--- config.mk ---
export PLATFORM = sky130hd
export DESIGN_NAME = playfair_digraph_cipher_top
export DESIGN_NICKNAME = d
export VERILOG_FILES = /design/src/hdl/pdc_pkg.sv /design/src/hdl/pdc_ctrl.sv /design/src/hdl/pdc_datapath.sv /design/src/hdl/playfair_digraph_cipher_top.sv
export SDC_FILE = /design/constraint.sdc
export NUM_CORES = 1
export LEC_CHECK = 0
export ABC_CLOCK_PERIOD_IN_PS = 8900
export BUFFER_PORTS_ARGS = -buffer_cell sky130_fd_sc_hd__buf_2
export CORE_ASPECT_RATIO = 1.2
export CORE_UTILIZATION = 45
export CTS_BUF_LIST = sky130_fd_sc_hd__clkbuf_2
export CTS_CLUSTER_DIAMETER = 50
export DETAILED_ROUTE_END_ITERATION = 10
export MAX_ROUTING_LAYER = met4
export PLACE_DENSITY = 0.62
export SLEW_MARGIN = 40
export SYNTH_ARGS = -nofsm -noshare
export SYNTH_HDL_FRONTEND = slang
export SYNTH_SLANG_ARGS = --single-unit
--- constraint.sdc ---
create_clock -name clock -period 8.9 [get_ports clock]
set_input_delay 1.335 -clock clock [delete_from_list [all_inputs] [get_ports clock]]
set_output_delay 1.335 -clock clock [all_outputs]
set_load 0.05 [all_outputs]
--- src/hdl/pdc_pkg.sv ---
// Shared types and constants for the Playfair digraph cipher block.
package pdc_pkg;

   localparam logic [2:0] CMD_CLEAR    = 3'd0;
   localparam logic [2:0] CMD_KEY      = 3'd1;
   localparam logic [2:0] CMD_FINISH   = 3'd2;
   localparam logic [2:0] CMD_ENCIPHER = 3'd3;
   localparam logic [2:0] CMD_DECIPHER = 3'd4;

   localparam int unsigned SIDE    = 5;
   localparam int unsigned CELLS   = SIDE * SIDE;
   localparam int unsigned LETTERS = 26;

   localparam logic [4:0] LETTER_I = 5'd8;
   localparam logic [4:0] LETTER_J = 5'd9;
   localparam logic [4:0] LETTER_Z = 5'd25;

   typedef struct packed {
      logic [2:0] command;
      logic [7:0] key_char;
      logic [4:0] first_letter;
      logic [4:0] second_letter;
   } req_type;

   typedef struct packed {
      logic [4:0] result_first;
      logic [4:0] result_second;
      logic       status;
   } rsp_type;

   typedef struct packed {
      logic clear;
      logic key_place;
      logic fin_clr_idx;
      logic fin_place;
      logic fin_done;
      logic pair_cap;
      logic cell_rd;
      logic rsp_load;
   } ctl_cmd_type;

   typedef struct packed {
      logic square_ready;
      logic fin_last;
      logic rsp_busy;
   } ctl_sts_type;

endpackage

--- src/hdl/pdc_ctrl.sv ---
// Controller state machine sequencing key build, finish sweep and pair lookups.
module pdc_ctrl import pdc_pkg::*; (
   input  logic        clock,
   input  logic        reset,
   input  logic        req_valid,
   input  logic [2:0]  req_command,
   output logic        req_ready,
   input  ctl_sts_type sts,
   output ctl_cmd_type cmd
);

   localparam logic [1:0] S_IDLE = 2'd0;
   localparam logic [1:0] S_FIN  = 2'd1;
   localparam logic [1:0] S_CELL = 2'd2;
   localparam logic [1:0] S_LOAD = 2'd3;

   logic [1:0] state_ff;
   logic [1:0] state_in;
   logic       accept;

   assign req_ready = (state_ff == S_IDLE);
   assign accept    = req_valid & req_ready;

   always_comb begin
      state_in = state_ff;
      cmd      = '0;
      case (state_ff)
         S_IDLE: begin
            if (accept) begin
               case (req_command)
                  CMD_CLEAR: begin
                     cmd.clear = 1'b1;
                  end
                  CMD_KEY: begin
                     cmd.key_place = 1'b1;
                  end
                  CMD_FINISH: begin
                     if (!sts.square_ready) begin
                        cmd.fin_clr_idx = 1'b1;
                        state_in        = S_FIN;
                     end
                  end
                  CMD_ENCIPHER, CMD_DECIPHER: begin
                     cmd.pair_cap = 1'b1;
                     state_in     = sts.square_ready ? S_CELL : S_LOAD;
                  end
                  default: begin
                  end
               endcase
            end
         end
         S_FIN: begin
            cmd.fin_place = 1'b1;
            if (sts.fin_last) begin
               cmd.fin_done = 1'b1;
               state_in     = S_IDLE;
            end
         end
         S_CELL: begin
            cmd.cell_rd = 1'b1;
            state_in    = S_LOAD;
         end
         S_LOAD: begin
            if (!sts.rsp_busy) begin
               cmd.rsp_load = 1'b1;
               state_in     = S_IDLE;
            end
         end
         default: begin
            state_in = S_IDLE;
         end
      endcase
   end

   always_ff @(posedge clock) begin
      if (reset) begin
         state_ff <= S_IDLE;
      end else begin
         state_ff <= state_in;
      end
   end

endmodule

--- src/hdl/pdc_datapath.sv ---
// Datapath: key square memories, letter tracking, pair transform and result register.
module pdc_datapath import pdc_pkg::*; (
   input  logic        clock,
   input  logic        reset,
   input  ctl_cmd_type cmd,
   output ctl_sts_type sts,
   input  req_type     req_data,
   output logic        rsp_valid,
   input  logic        rsp_ready,
   output rsp_type     rsp_data
);

   localparam logic [25:0] J_MASK = 26'd1 << LETTER_J;

   function automatic logic [4:0] fix_letter(input logic [4:0] raw);
      logic [4:0] v;
      v = (raw > LETTER_Z) ? LETTER_Z : raw;
      if (v == LETTER_J) begin
         v = LETTER_I;
      end
      return v;
   endfunction

   function automatic logic [2:0] step_coord(input logic [2:0] x, input logic back);
      logic [2:0] r;
      if (back) begin
         r = (x == 3'd0) ? 3'(SIDE - 1) : x - 3'd1;
      end else begin
         r = (x == 3'(SIDE - 1)) ? 3'd0 : x + 3'd1;
      end
      return r;
   endfunction

   function automatic logic [4:0] cell_index(input logic [2:0] row, input logic [2:0] col);
      return {row, 2'b00} + {2'b00, row} + {2'b00, col};
   endfunction

   logic [4:0]  cell_mem [0:CELLS-1];
   logic [5:0]  pos_mem [0:LETTERS-1];

   logic [25:0] used_ff;
   logic [4:0]  fill_cnt_ff;
   logic [2:0]  fill_row_ff;
   logic [2:0]  fill_col_ff;
   logic        ready_ff;
   logic [4:0]  fin_idx_ff;
   logic        rsp_valid_ff;
   logic        rsp_valid_in;
   logic        dec_ff;
   logic        err_ff;
   logic [5:0]  pos_a_ff;
   logic [5:0]  pos_b_ff;
   logic [4:0]  cell_a_ff;
   logic [4:0]  cell_b_ff;
   rsp_type     rsp_ff;

   logic [7:0]  key_up;
   logic [7:0]  key_off;
   logic        key_is_letter;
   logic [4:0]  key_letter;
   logic [4:0]  place_letter;
   logic        place_en;
   logic [2:0]  ra, ca, rb, cb;
   logic [2:0]  ora, oca, orb, ocb;
   logic [4:0]  oa, ob;

   always_comb begin
      key_up = req_data.key_char;
      if (req_data.key_char >= 8'h61 && req_data.key_char <= 8'h7a) begin
         key_up = req_data.key_char - 8'h20;
      end
      key_is_letter = (key_up >= 8'h41) && (key_up <= 8'h5a);
      key_off       = key_up - 8'h41;
      key_letter    = (key_off[4:0] == LETTER_J) ? LETTER_I : key_off[4:0];
   end

   assign place_letter = cmd.fin_place ? fin_idx_ff : key_letter;
   assign place_en = (cmd.fin_place | (cmd.key_place & !ready_ff & key_is_letter))
                     & !used_ff[place_letter] & (fill_cnt_ff != 5'(CELLS));

   always_ff @(posedge clock) begin
      if (reset) begin
         used_ff     <= J_MASK;
         fill_cnt_ff <= '0;
         fill_row_ff <= '0;
         fill_col_ff <= '0;
         ready_ff    <= 1'b0;
         fin_idx_ff  <= '0;
      end else begin
         if (cmd.clear) begin
            used_ff     <= J_MASK;
            fill_cnt_ff <= '0;
            fill_row_ff <= '0;
            fill_col_ff <= '0;
            ready_ff    <= 1'b0;
         end else begin
            if (place_en) begin
               used_ff     <= used_ff | (26'd1 << place_letter);
               fill_cnt_ff <= fill_cnt_ff + 5'd1;
               if (fill_col_ff == 3'(SIDE - 1)) begin
                  fill_col_ff <= '0;
                  fill_row_ff <= fill_row_ff + 3'd1;
               end else begin
                  fill_col_ff <= fill_col_ff + 3'd1;
               end
            end
            if (cmd.fin_done) begin
               ready_ff <= 1'b1;
            end
         end
         if (cmd.fin_clr_idx) begin
            fin_idx_ff <= '0;
         end else if (cmd.fin_place) begin
            fin_idx_ff <= fin_idx_ff + 5'd1;
         end
      end
   end

   always_ff @(posedge clock) begin
      if (place_en) begin
         cell_mem[fill_cnt_ff]  <= place_letter;
         pos_mem[place_letter] <= {fill_row_ff, fill_col_ff};
      end
   end

   always_ff @(posedge clock) begin
      if (cmd.pair_cap) begin
         pos_a_ff <= pos_mem[fix_letter(req_data.first_letter)];
         pos_b_ff <= pos_mem[fix_letter(req_data.second_letter)];
         dec_ff   <= (req_data.command == CMD_DECIPHER);
         err_ff   <= !ready_ff;
      end
   end

   always_comb begin
      ra  = pos_a_ff[5:3];
      ca  = pos_a_ff[2:0];
      rb  = pos_b_ff[5:3];
      cb  = pos_b_ff[2:0];
      ora = ra;
      orb = rb;
      oca = cb;
      ocb = ca;
      if (ra == rb) begin
         oca = step_coord(ca, dec_ff);
         ocb = step_coord(cb, dec_ff);
      end else if (ca == cb) begin
         ora = step_coord(ra, dec_ff);
         orb = step_coord(rb, dec_ff);
         oca = ca;
         ocb = cb;
      end
      oa = cell_index(ora, oca);
      ob = cell_index(orb, ocb);
   end

   always_ff @(posedge clock) begin
      if (cmd.cell_rd) begin
         cell_a_ff <= cell_mem[oa];
         cell_b_ff <= cell_mem[ob];
      end
   end

   always_ff @(posedge clock) begin
      if (cmd.rsp_load) begin
         if (err_ff) begin
            rsp_ff <= '{result_first: 5'd0, result_second: 5'd0, status: 1'b1};
         end else begin
            rsp_ff <= '{result_first: cell_a_ff, result_second: cell_b_ff, status: 1'b0};
         end
      end
   end

   assign rsp_valid_in = cmd.rsp_load | (rsp_valid_ff & !rsp_ready);

   always_ff @(posedge clock) begin
      if (reset) begin
         rsp_valid_ff <= 1'b0;
      end else begin
         rsp_valid_ff <= rsp_valid_in;
      end
   end

   assign sts.square_ready = ready_ff;
   assign sts.fin_last     = (fin_idx_ff == 5'(LETTERS - 1));
   assign sts.rsp_busy     = rsp_valid_ff & !rsp_ready;

   assign rsp_valid = rsp_valid_ff;
   assign rsp_data  = rsp_ff;

endmodule

--- src/hdl/playfair_digraph_cipher_top.sv ---
// Top level of the Playfair 5x5 digraph cipher: controller plus datapath.
// Clear and key transactions act on acceptance; finish, if the square is not yet ready, sweeps the
// alphabet one letter per cycle. A pair transaction steps through position read, cell read and
// result load, which waits while a result is pending; a pair before finish skips the cell read.
// The block accepts no new transaction until the current finish sweep or pair has completed.
// Synchronous active-high reset empties the square (only J marked used).
module playfair_digraph_cipher_top import pdc_pkg::*; (
   input  logic    clock,
   input  logic    reset,
   input  logic    req_valid,
   output logic    req_ready,
   input  req_type req_data,
   output logic    rsp_valid,
   input  logic    rsp_ready,
   output rsp_type rsp_data
);

   ctl_cmd_type cmd;
   ctl_sts_type sts;

   pdc_ctrl u_ctrl (
      .clock       (clock),
      .reset       (reset),
      .req_valid   (req_valid),
      .req_command (req_data.command),
      .req_ready   (req_ready),
      .sts         (sts),
      .cmd         (cmd)
   );

   pdc_datapath u_datapath (
      .clock     (clock),
      .reset     (reset),
      .cmd       (cmd),
      .sts       (sts),
      .req_data  (req_data),
      .rsp_valid (rsp_valid),
      .rsp_ready (rsp_ready),
      .rsp_data  (rsp_data)
   );

   a_no_overwrite: assert property (@(posedge clock) disable iff (reset)
      cmd.rsp_load |-> !(rsp_valid && !rsp_ready))
      else $error("result overwritten while pending");

   a_sweep_blocks_req: assert property (@(posedge clock) disable iff (reset)
      cmd.fin_place |-> !req_ready)
      else $error("transaction accepted during finish sweep");

   a_err_zero: assert property (@(posedge clock) disable iff (reset)
      (rsp_valid && rsp_data.status) |->
         (rsp_data.result_first == 5'd0 && rsp_data.result_second == 5'd0))
      else $error("error result carries letters");

   a_ready_after_sweep: assert property (@(posedge clock) disable iff (reset)
      cmd.fin_done |=> sts.square_ready)
      else $error("square not ready after finish");

endmodule
# After elaboration in Yosys (flattened, before gate mapping)
# Memories as Yosys holds them, arrays and structs flattened. A register that Yosys moved wholly into a read port is not among the register bits.
# Index checks and enable logic that the tools add are counted.
# classes
n_bitwise	9
reduce_logical	16
n_shift	1
order_cmp	7
n_addsub	18
mux	56
n_eq_ne	24
# ops
operator	n
3-bit two-way mux	23
5-bit two-way mux	8
26-bit bitwise OR	1
1-bit by 5-bit left shift with 26-bit output, first input constant	1
5-bit by 3-bit adder with 5-bit output	4
3-bit by 1-bit adder with 3-bit output, second input constant	6
3-bit == test, second input constant	6
8-bit by 7-bit >= comparator with 1-bit output, second input constant	2
8-bit by 7-bit less-or-equal comparator with 1-bit output, second input constant	2
1-bit two-way mux	16
5-bit by 4-bit == test with 1-bit output, second input constant	3
3-bit logical NOT	5
3-bit by 1-bit subtractor with 3-bit output, second input constant	4
5-bit by 1-bit adder with 5-bit output, second input constant	2
5-bit greater-than comparator, second input constant	2
2-bit two-way mux	5
8-bit two-way mux	1
2-bit case mux with 4 select lines	1
8-bit by 6-bit subtractor with 8-bit output, second input constant	1
1-bit AND	6
3-bit by 2-bit == test with 1-bit output, second input constant	2
3-bit == test	2
5-bit by 6-bit less-than comparator with 1-bit output, second input constant	1
2-bit inequality test, second input constant	3
other kinds (16)	24
# word_totals
out_inout_bits	13
memories	2
register_bits	59
input_bits	25
elab_cells	146
ram_bits	281
# mem_list
memory	depth	word_bits	rd	rd_clocked_by_memory_dff	write_ports	line	rtl
u_datapath.pos_mem	26	6	2	2	1	pdc_datapath.sv:39	logic [5:0] pos_mem [0:LETTERS-1];
u_datapath.cell_mem	25	5	2	2	1	pdc_datapath.sv:38	logic [4:0] cell_mem [0:CELLS-1];

# Longest topological paths before layout
# depth
ltp_word	14
depth_mapped	17
ltp_nobuf	16

# Modules after synthesis
# A second synthesis with hierarchy kept.
# hier_totals
hier_cells	1259
area_unflattened_um2	18211.2
# by_module_without_submodules
mod	cells_per_inst	n_inst	area_per_inst_um2	seq_area_each_um2
pdc_datapath	1232	1	17979.7	10369.9
pdc_ctrl	27	1	231.5	40.0

# Worst setup path before layout
# OpenSTA, ideal clock, no wires.
# synth_path
path_type	input to register
start	input port req_data[12] (netlist name)
end	memory u_datapath.pos_mem[11][0] (enable)
t_arrival_ps	3908
path_slack_ps	4606
required_ps	8514
path_stages	10
n_path_buf	2
setup_time_ps	386
cell_sequence	buf_6 o31a_1 o2111ai_4 nand2_4 inv_2 mux2i_1 o311a_1 nand3b_4 buf_6 nor4_1
# synth_between
elab_chain_cells	14
word_cells_on_any_way	21
cone_classes	2 x add/sub; 4 x order compare; 1 x eq/ne; 7 x mux; 4 x bitwise; 3 x reduce/logical
# synth_lines
item	line	rtl
start: declaration	playfair_digraph_cipher_top.sv:12	input req_type req_data,
8-bit by 7-bit >= comparator with 1-bit output / 8-bit by 7-bit less-or-equal comparator with 1-bit output (equally long branches)	pdc_datapath.sv:69	if (req_data.key_char >= 8'h61 && req_data.key_char <= 8'h7a) begin
1-bit logical AND	pdc_datapath.sv:69	
8-bit two-way mux (*)	pdc_datapath.sv:69	
5-bit by 1-bit subtractor with 5-bit output (*)	pdc_datapath.sv:73	key_off = key_up - 8'h41;
5-bit by 4-bit == test with 1-bit output	pdc_datapath.sv:74	key_letter = (key_off[4:0] == LETTER_J) ? LETTER_I : key_off[4:0];
5-bit two-way mux (*)	pdc_datapath.sv:74	
5-bit two-way mux (*)	pdc_datapath.sv:77	assign place_letter = cmd.fin_place ? fin_idx_ff : key_letter;
net u_datapath.place_letter[0]	pdc_datapath.sv:61	logic [4:0] place_letter;
1-bit binary-select mux with 5-bit select	pdc_datapath.sv:79	& !used_ff[place_letter] & (fill_cnt_ff != 5'(CELLS));
1-bit two-way mux (not written as such)	pdc_datapath.sv:79	
1-bit logical NOT	pdc_datapath.sv:79	
1-bit AND (2 in series)	pdc_datapath.sv:79	
1-bit two-way mux	pdc_datapath.sv:120	if (place_en) begin
1-bit two-way mux (not written as such)	pdc_datapath.sv:122	pos_mem[place_letter] <= {fill_row_ff, fill_col_ff};
end: declaration	pdc_datapath.sv:39	
# The timed path passes the listed nets; every way through them passes the cells marked *. The select of a mux whose other input is x is not followed.

# Worst setup path in the final report
# layout_path
start	register u_datapath.pos_a_ff[5], read port of u_datapath.pos_mem
end	register u_datapath.cell_b_ff[2], read port of u_datapath.cell_mem (data pin)
# layout_between
elab_chain_cells	4
word_cells_on_any_way	5
cone_classes	2 x add/sub; 1 x eq/ne; 2 x mux
# layout_lines
item	line	rtl
start: declaration	pdc_datapath.sv:51	logic [5:0] pos_a_ff;
3-bit == test (*)	pdc_datapath.sv:144	if (ra == rb) begin
3-bit two-way mux	pdc_datapath.sv:144	
5-bit by 3-bit adder with 5-bit output	pdc_datapath.sv:35	return {row, 2'b00} + {2'b00, row} + {2'b00, col};
5-bit by 3-bit adder with 5-bit output (*)	pdc_datapath.sv:35	
end: declaration	pdc_datapath.sv:54	logic [4:0] cell_b_ff;
# Mark *: on every way between the ends. The rest lies on a longest branch, timed or not.
# A chain may end at the register's enable or synchronous reset.

==> metrics.txt <==
clk buf depth=3; Synth Cell Area=0.0184 mm²; die width=187 µm; Num CTS Buffers=91; largest net degree at the start of global routing=42; Peak VDD IR=0.137 mV; Arrival @ worst endpoint=5.72 ns; Area Growth Syn to Fin=8.99%; power per cell area=189 mW/mm²; worst skew pair latency=1.11 ns; vias in the first global route=12600; Hold-fix buffers, CTS=0; Worst slew margin=48.4%; initial antenna violation count=4; Clock Pin Slew Worst Setup and Hold Paths=0.12 ns; RSZ-0062 raised after global routing=false; run status=completed; Max Fclk=203 MHz; Primary FF master, synth=edfxtp_1; fin util=50.1%; top cell type's share of synthesized area=51.6%; Yosys warnings=0; worst min-delay path class=flop to flop; residual DRC count=0; min Tclk post-route=4.93 ns; Rows=80; r2r endpoint=u_datapath.cell_b_ff[2]; FF+latch count, synth=362; Post-CTS Resized=0; Die ar.=0.0417 mm²; Worst Hold Depth=1; final setup fails=0; Post-Syn Nets=1490; IO Count=38; Global Route Usage Sum=24.6%; Final Hold Vio Count=0; top-count cell post-synth=edfxtp_1; Yosys cell types=80; # Max-Cap Violations=0; Register Area=0.0104 mm²; Worst Setup End Kind=flop; wire per inst=23.3 µm; Hold EP=u_datapath.used_ff[9]; R2R Setup Slk=3.97 ns; register area share after synthesis=56.6%; final wirelength=49000 µm; ys async rst share=0%; Final ANT Viol Nets=0; Final Max Tran Viols=0; dpl cells=1929; Multi-input gate area=0.00748 mm²; critical-path maximum fanout=17; Setup Fix Bufs, Post-CTS=0; worst setup margin=3.97 ns; Worst Hold Launch=u_datapath.used_ff[9]; first-pass GRT wire length=74900 µm; synth cell count leaders=edfxtp_1 (316), nand2_1 (162), nor2_1 (109), mux4_2 (86), clkbuf_1 (54); total grt overflow=0; fill count=3527; area leader, netlist=edfxtp_1; CP Launch Type=flop; Cells after Synth=1422; Worst-Margin Slew=0.774 ns; port bufs=37; Post-synth EDFFs=316; fin crit share=55.4%; Clock Sinks=362; DPL Wire Length=33600 µm; Initial DRT Pass Iterations=7; Worst EP required=9.69 ns; share of post-route cells with drive strength above 1=22.9%; R2R depth=13; GPL Wtd Cong=0.925; core area=0.0400 mm²; clk_skew=0.112 ns; Mapped Avg Cell Area=12.9 µm²; CTS tree=yes; hold slack=0.459 ns; setup TNS=0 ns; worst reg2reg path startpoint=u_datapath.pos_a_ff[5]; LEAKAGE=7.03 nW; synth top area cells=edfxtp_1 (52%), mux4_2 (11%), dfxtp_1 (5.0%); Nets=1557; Root Driver=clkbuf_2; Initial Util=45.9%; vias per std cell=6.00; DRT iter0 DRCs=1172; CTS HTree Levels=3; vias=12600; Die Y=223 µm; critical path type=flop to flop; Non-Filler Instances=2104; worst slack, placed=3.64 ns
## routing by layer
metal  global-route usage, %  wire, µm  vias to the layer above
met1                    28.7     19000                     6207
met3                    4.26      2950                      143
met4                    14.3      2420                        0
met2                    40.3     24600                      540
li1                        -         -                     5728
met5                       -         0                        -
## cell usage in the layout, fill, tap and decap left out, types with 29 or more instances in the layout
cell / count
ha_1: 37
mux4_2: 86
nor2_1: 107
mux2i_1: 34
dfxtp_1: 46
nand3_1: 45
edfxtp_1: 316
inv_1: 43
o221ai_1: 30
clkbuf_2: 126
nand2_1: 162
o22ai_1: 32
o21ai_0: 38
buf_2: 37
a21oi_1: 41
nor3_1: 29
## cells by family after synthesis
kind of cell / Yosys count / share of synthesized area (%)
mux: 144 / 13.9
fa+ha+maj: 43 / 3.09
buf+inv: 139 / 3.29
simple gates: 430 / 11.2
flops: 362 / 56.6
compound gates: 280 / 10.7
xor+xnor: 24 / 1.14
## flip-flops by register name, indices dropped and copies added (netlist names), 5 cells and up
register and count:
u_datapath.pos_mem 156, u_datapath.cell_mem 125, u_datapath.used_ff 26, u_datapath.rsp_data 11, u_datapath.pos_a_ff 6, u_datapath.pos_b_ff 6, u_datapath.cell_a_ff 5, u_datapath.cell_b_ff 5
u_datapath.fill_cnt_ff 5, u_datapath.fin_idx_ff 5
## final cells by class
type,count,share of cell area [%]
Antenna cell,10,0.125
Clock buffer,126,3.15
Clock inverter,39,1.29
Inverter,50,0.949
Multi-Input combinational cell,921,37.3
Sequential cell,362,51.9
Tap cell,533,3.33
Timing Repair Buffer,63,1.90
## how the worst max path moves through the flow
| stage | from | cells past startpoint | endpoint | slack (ns) |
|---|---|---|---|---|
| final | u_datapath.pos_a_ff[5] | 13 | u_datapath.cell_b_ff[2] | 3.97 |
| after floorplan | req_data[12] | 10 | u_datapath.pos_mem[11][0] | 4.61 |
| after detailed placement | req_data[10] | 12 | u_datapath.cell_mem[24][0] | 3.64 |
| after global placement | req_data[10] | 12 | u_datapath.cell_mem[9][3] | 3.38 |
| after global routing | u_datapath.pos_a_ff[5] | 13 | u_datapath.cell_b_ff[2] | 3.65 |
| after CTS | u_datapath.pos_a_ff[5] | 13 | u_datapath.cell_b_ff[3] | 4.03 |
## critical path: stages (launching register included)
cell	delay [ns]
edfxtp_1	0.56
xnor2_1	0.20
nand3_1	0.46
and2_1	0.43
nor2_1	0.14
nor2_1	0.36
inv_1	0.10
fa_1	0.49
fa_1	0.83
clkinv_1	0.38
nand2_1	0.15
nand3_1	0.08
mux2i_1	0.33
a211oi_1	0.09
## through the flow
| step | area, µm² | power [mW] |
|---|---|---|
| after floorplan | 18400 | 2.43 |
| after global placement | 19100 | 2.64 |
| after detailed placement | 19100 | 2.65 |
| after CTS | 20000 | 3.81 |
| after global routing | 20000 | 3.95 |
| final | 20000 | 3.78 |
## power breakdown
group | total (mW) | internal (mW) | switching, mW
Clock | 1.17 | 0.480 | 0.691
Combinational | 0.714 | 0.254 | 0.460
Sequential | 1.90 | 1.88 | 0.0137
(Power assumes the default switching activity.)
